===== config.mk =====
export PLATFORM = sky130hd
export DESIGN_NAME = cfl_cell
export DESIGN_NICKNAME = d
export VERILOG_FILES = /design/src/sv/cfl_pkg.sv /design/src/sv/cfl_cell.sv
export SDC_FILE = /design/constraint.sdc
export NUM_CORES = 1
export LEC_CHECK = 0
export BUFFER_PORTS_ARGS = -buffer_cell sky130_fd_sc_hd__buf_2
export CAP_MARGIN = 20
export CORE_MARGIN = 5
export CORE_UTILIZATION = 30
export CTS_CLUSTER_SIZE = 20
export DETAILED_ROUTE_END_ITERATION = 12
export PLACE_DENSITY = 0.56
export SLEW_MARGIN = 20
export SYNTH_ARGS = -nofsm -noshare
export SYNTH_HDL_FRONTEND = slang
export SYNTH_SLANG_ARGS = --single-unit

===== constraint.sdc =====
create_clock -name i_clk -period 18.3 [get_ports i_clk]
set_input_delay 3.66 -clock i_clk [delete_from_list [all_inputs] [get_ports i_clk]]
set_output_delay 3.66 -clock i_clk [all_outputs]
set_load 0.01 [all_outputs]

===== src/sv/cfl_pkg.sv =====
// ----------------------------------------------------------------------------
// cfl_pkg: shared types and constants of the connection flood limiter
// Entry count, field widths, verdict codes, register indexes and the structs
// that the cell chain passes along.
// ----------------------------------------------------------------------------
package cfl_pkg;

    localparam int TABLE_ENTRIES = 64;
    localparam int IDX_W  = (TABLE_ENTRIES > 1) ? $clog2(TABLE_ENTRIES) : 1;

    localparam int KEY_W   = 64;
    localparam int TICK_W  = 64;
    localparam int HITS_W  = 16;
    localparam int CFG_W   = 15;
    localparam int CFG_IDX_W = 1;

    localparam logic [HITS_W-1:0] HITS_MAX    = '1;
    localparam logic [KEY_W-1:0]  V4_MAP_MARK = 64'h0000_FFFF_0000_0000;

    typedef enum logic [1:0] {
        VERD_ACCEPT = 2'd0,
        VERD_FLOOD  = 2'd1,
        VERD_FULL   = 2'd2
    } t_verdict;

    typedef enum logic [CFG_IDX_W-1:0] {
        REG_HIT_LIMIT = 1'b0,
        REG_WINDOW    = 1'b1
    } t_cfg_reg;

    // search state handed from cell to cell
    typedef struct packed {
        logic              act;
        logic              found;
        logic [HITS_W-1:0] hits;
        logic              free_ok;
        logic [IDX_W-1:0]  free_idx;
    } t_tok;

    // lookup key and time, held for the whole pass
    typedef struct packed {
        logic [KEY_W-1:0]  khi;
        logic [KEY_W-1:0]  klo;
        logic [TICK_W-1:0] now;
        logic [CFG_W-1:0]  window;
    } t_query;

    typedef struct packed {
        logic             en;
        logic [IDX_W-1:0] idx;
    } t_ins;

endpackage


===== src/sv/cfl_cell.sv =====
// ----------------------------------------------------------------------------
// cfl_cell: one table entry of the connection flood limiter
// Holds key, first-seen tick and hit count of one source. When the search
// beat passes, it frees the entry on expiry, counts a hit on the first match
// and reports itself if it is the first free slot; then forwards the beat.
// ----------------------------------------------------------------------------
module cfl_cell import cfl_pkg::*; (
    input  logic             i_clk,
    input  logic             i_rst_n,
    input  logic [IDX_W-1:0] i_cell_idx,
    input  t_query           i_query,
    input  t_ins             i_ins,
    input  t_tok             i_tok,
    output t_tok             o_tok
);

    logic              r_valid;
    logic [KEY_W-1:0]  r_khi;
    logic [KEY_W-1:0]  r_klo;
    logic [TICK_W-1:0] r_seen;
    logic [HITS_W-1:0] r_hits;
    t_tok              r_tok;
    t_tok              n_tok;

    logic [TICK_W:0]   w_deadline;
    logic              w_expired;
    logic              w_live;
    logic              w_match;
    logic              w_write;
    logic              w_count;
    logic [HITS_W-1:0] w_hits_inc;

    // no wrap: the deadline is one bit wider than the tick
    assign w_deadline = {1'b0, r_seen} + {{(TICK_W + 1 - CFG_W){1'b0}}, i_query.window};
    assign w_expired  = r_valid && (w_deadline < {1'b0, i_query.now});
    assign w_live     = r_valid && !w_expired;
    assign w_match    = w_live && (r_khi == i_query.khi) && (r_klo == i_query.klo);
    assign w_hits_inc = (r_hits == HITS_MAX) ? r_hits : r_hits + 1'b1;
    assign w_write    = i_ins.en && (i_ins.idx == i_cell_idx);
    assign w_count    = i_tok.act && w_match && !i_tok.found;

    always_comb begin
        n_tok = i_tok;
        if (w_count) begin
            n_tok.found = 1'b1;
            n_tok.hits  = w_hits_inc;
        end
        if (i_tok.act && !w_live && !i_tok.free_ok) begin
            n_tok.free_ok  = 1'b1;
            n_tok.free_idx = i_cell_idx;
        end
    end

    always_ff @(posedge i_clk) begin
        if (!i_rst_n) begin
            r_valid   <= 1'b0;
            r_tok.act <= 1'b0;
        end else begin
            r_tok <= n_tok;
            if (w_write) begin
                r_valid <= 1'b1;
            end else if (i_tok.act && w_expired) begin
                r_valid <= 1'b0;
            end
        end
    end

    always_ff @(posedge i_clk) begin
        if (w_write) begin
            r_khi  <= i_query.khi;
            r_klo  <= i_query.klo;
            r_seen <= i_query.now;
            r_hits <= HITS_W'(1);
        end else if (w_count) begin
            r_hits <= w_hits_inc;
        end
    end

    assign o_tok = r_tok;

endmodule


==> reports/metrics.yaml <==
outcome:
  status: "completed"
synthesis:
  syn_area_sq_um: 13200
  syn_nets: 1491
  ys_warn_count: 0
  yosysUniqueCellTypes: 55
  netlist.area_leader.share_pct: 49.1
  ys_seq_area_share_pct: 51.9
  synthFlopType: "edfxtp_1"
  synthCells: 1164
  synth_largest_area_cell: "edfxtp_1"
  synth_edf_count: 216
  ys_ff_latch: 234
  synthTopCellsByArea: "edfxtp_1 49%, ha_1 7.5%, xor2_1 6.3%"
  ys_async_sr_fraction_pct: 0
  synthMostInstantiatedCell: "edfxtp_1"
  synth_commonest_cells: "216 x edfxtp_1, 111 x nor2b_1, 95 x xor2_1, 80 x nor4_1, 79 x ha_1"
  avgSynthCellArea_sq_um: 11.3
detailed_routing:
  postRouteAntennaNets: 0
  first_iter_violations: 455
  post_drt_via_cell_ratio: 4.84
  route.detailed.drc: 0
  drtPass1Iterations: 6
  vias: 10000
  routedWlPerCell_um: 17.9
  totalWireLength_mm: 37.2
timing:
  rsz0062_at_grt: "no"
  skew_ns: 0.0319
  hold_ws_ns: 0.520
  slew_viol_final: 0
  final_hold_viol_count: 0
  slew_headroom_pct: 29.5
  period_needed_ns: 8.70
  post-route-period-util_pct: 47.5
  timing.setup.tns_ns: 0
  worst_slew_pin_slew_ns: 1.06
  finalSetupViolations: 0
  fmax_mhz: 115
clock_network:
  max-clock-path-buffers: 3
  cts_htree_levels: 1
  postCtsSetupRepairBufs: 0
  cts_resized: 0
  cts_root_buffer: "clkbuf_16"
  cts_buffers: 29
  ctsHoldBuffers: 0
  clk_pin_slew_worst_paths_ns: 0.06
  cts_tree: "built"
  insertion_delay_ns: 0.57
  cts.sink_count: 234
grt:
  track_usage_pct: 14.8
  grt_pass1_vias: 10400
  overflow: 0
  grt_antenna_before_repair: 8
  grt_max_degree: 79
  grt_pass1_wl_mm: 56.8
power_and_ir_drop:
  p_per_area_nw_per_um2: 80.6
  leakagePower_nw: 6.32
  vdd_ir_drop_max_v: 0.0000565
place:
  dp.cells: 2014
  dp_hpwl_mm: 29.2
  gp_congestion: 0.871
  place.port_buffers: 271
worst_hold_path:
  hp-class: "reg2reg"
floorplan:
  initial_utilization_pct: 30.5
  die_area_sq_um: 48300
  die_y_um: 220
  ioPinCount: 272
  die_x_um: 220
  num_rows: 76
  core_area_sq_um: 43300
setup_path:
  path_cells: "buf_2, ha_1, fa_1, a211oi_1, o211ai_1, a41o_1, o21a_1, nand3_1, nor4_1, nand2_1, xnor2_1, ha_1, nand4_1, nor4_1, nand3_1, o211ai_1, o41ai_1, a31oi_1, o21ai_1, nand3b_1, mux2_2"
  path_max_fanout: 6
  crit_arrival_ns: 9.02
  worst_setup_path_end_kind: "register"
  cp-start-kind: "primary input"
  crit_slowest_cell: "nor4_1"
  max_stage_delay_ns: 0.60
  worstSetupPathType: "in2reg"
  critical_path_required_ns: 18.62
run:
  cap_violations: 0
finish:
  area.growth.synth_to_final_pct: 23.1
  layout.cells.non_filler: 2072
  drive_gt1_share_pct: 22.4
  fin_nets: 1788
## logic make-up (layout without fill, tap and decap cells)
kind of cell	count (synthesis)	count (layout)	share of synthesized area (%)
buffers and inverters	88	408	2.59
other	0	3	0
and+or+nand+nor	458	458	19.7
xor gates and xnor gates	152	152	10.1
AOI/OAI and AO/OA	132	132	6.46
adders and majority gates	80	80	7.64
muxes	20	20	1.67
DFF	234	234	51.9
## worst max-delay path: cells and delay by family
kind	cells	cell delay [ns]
muxes	1	0.38
AOI/OAI and AO/OA	8	1.98
buffers and inverters	1	0.08
xor gates and xnor gates	1	0.16
and+or+nand+nor	7	1.99
adders and majority gates	3	0.74
## state kept, by name, summed over array words and instances (netlist names)
name / count
r_khi: 64
r_seen: 64
r_valid: 1
r_hits: 16
o_tok: 25
r_klo: 64
## power by group
group	leakage (nW)	switching, mW	internal [mW]
clock network	0.459	0.232	0.340
logic	3.75	0.0724	0.0605
registers	2.11	0.00742	0.597
## final timing paths
path | startpoint | to | slack (ns) | depth (start not counted)
max reg2reg | r_seen[0]$_DFFE_PP_ | o_tok[1]$_DFFE_PP_ | 12.47 | 20
min | r_hits[10]$_SDFFE_PP0P_ | r_hits[10]$_SDFFE_PP0P_ | 0.52 | 2
min reg2reg | r_hits[10]$_SDFFE_PP0P_ | r_hits[10]$_SDFFE_PP0P_ | 0.52 | 2
max | i_query[0] | o_tok[1]$_DFFE_PP_ | 9.60 | 21
## routing by layer
layer  share of wire (%)  wire length (um)  GRT usage, %  vias up
met2                  46             17000          24.4      277
li1                    -                 -             -     4937
met1                  46             17000          19.9     4740
met4                 2.6               950          3.68        6
met3                 6.0              2240          3.21       62
met5                0.11                41             0        -
## cell type report
| type | count | area, sq um |
|---|---|---|
| fill | 4342 | 27000 |
| clock buffer | 42 | 826 |
| clock inverter | 12 | 113 |
| inverter | 78 | 293 |
| sequential | 234 | 6850 |
| multi-input combinational | 842 | 6020 |
| antenna | 3 | 7.51 |
| timing repair buffer | 276 | 1410 |
| tap | 585 | 732 |
## placed cells by master (no fill, tap or decap), types with 16 or more instances in the layout
cell type	instances
nor4_1	79
inv_1	78
nand4_1	50
nor2b_1	111
o21ai_0	28
nand2_1	48
nand3_1	33
a21oi_1	41
nor2_1	50
dfxtp_1	18
nor3_1	22
buf_2	271
xor2_1	95
ha_1	79
clkbuf_16	30
edfxtp_1	216
xnor2_1	57
a21o_1	16
## stage by stage
step                      instance area [sq um]  utilization, %  power [mW]  setup slack [ns]
after global routing                      16200            37.5        1.37              9.14
after CTS                                 16200            37.5        1.33              9.59
after detailed placement                  15300            35.3       0.749              9.00
final                                     16300            37.6        1.31              9.60
after floorplan                           13200               -       0.686              7.82
after global placement                    15300            35.3       0.747              9.06
Power figures use the tool's default switching activity.
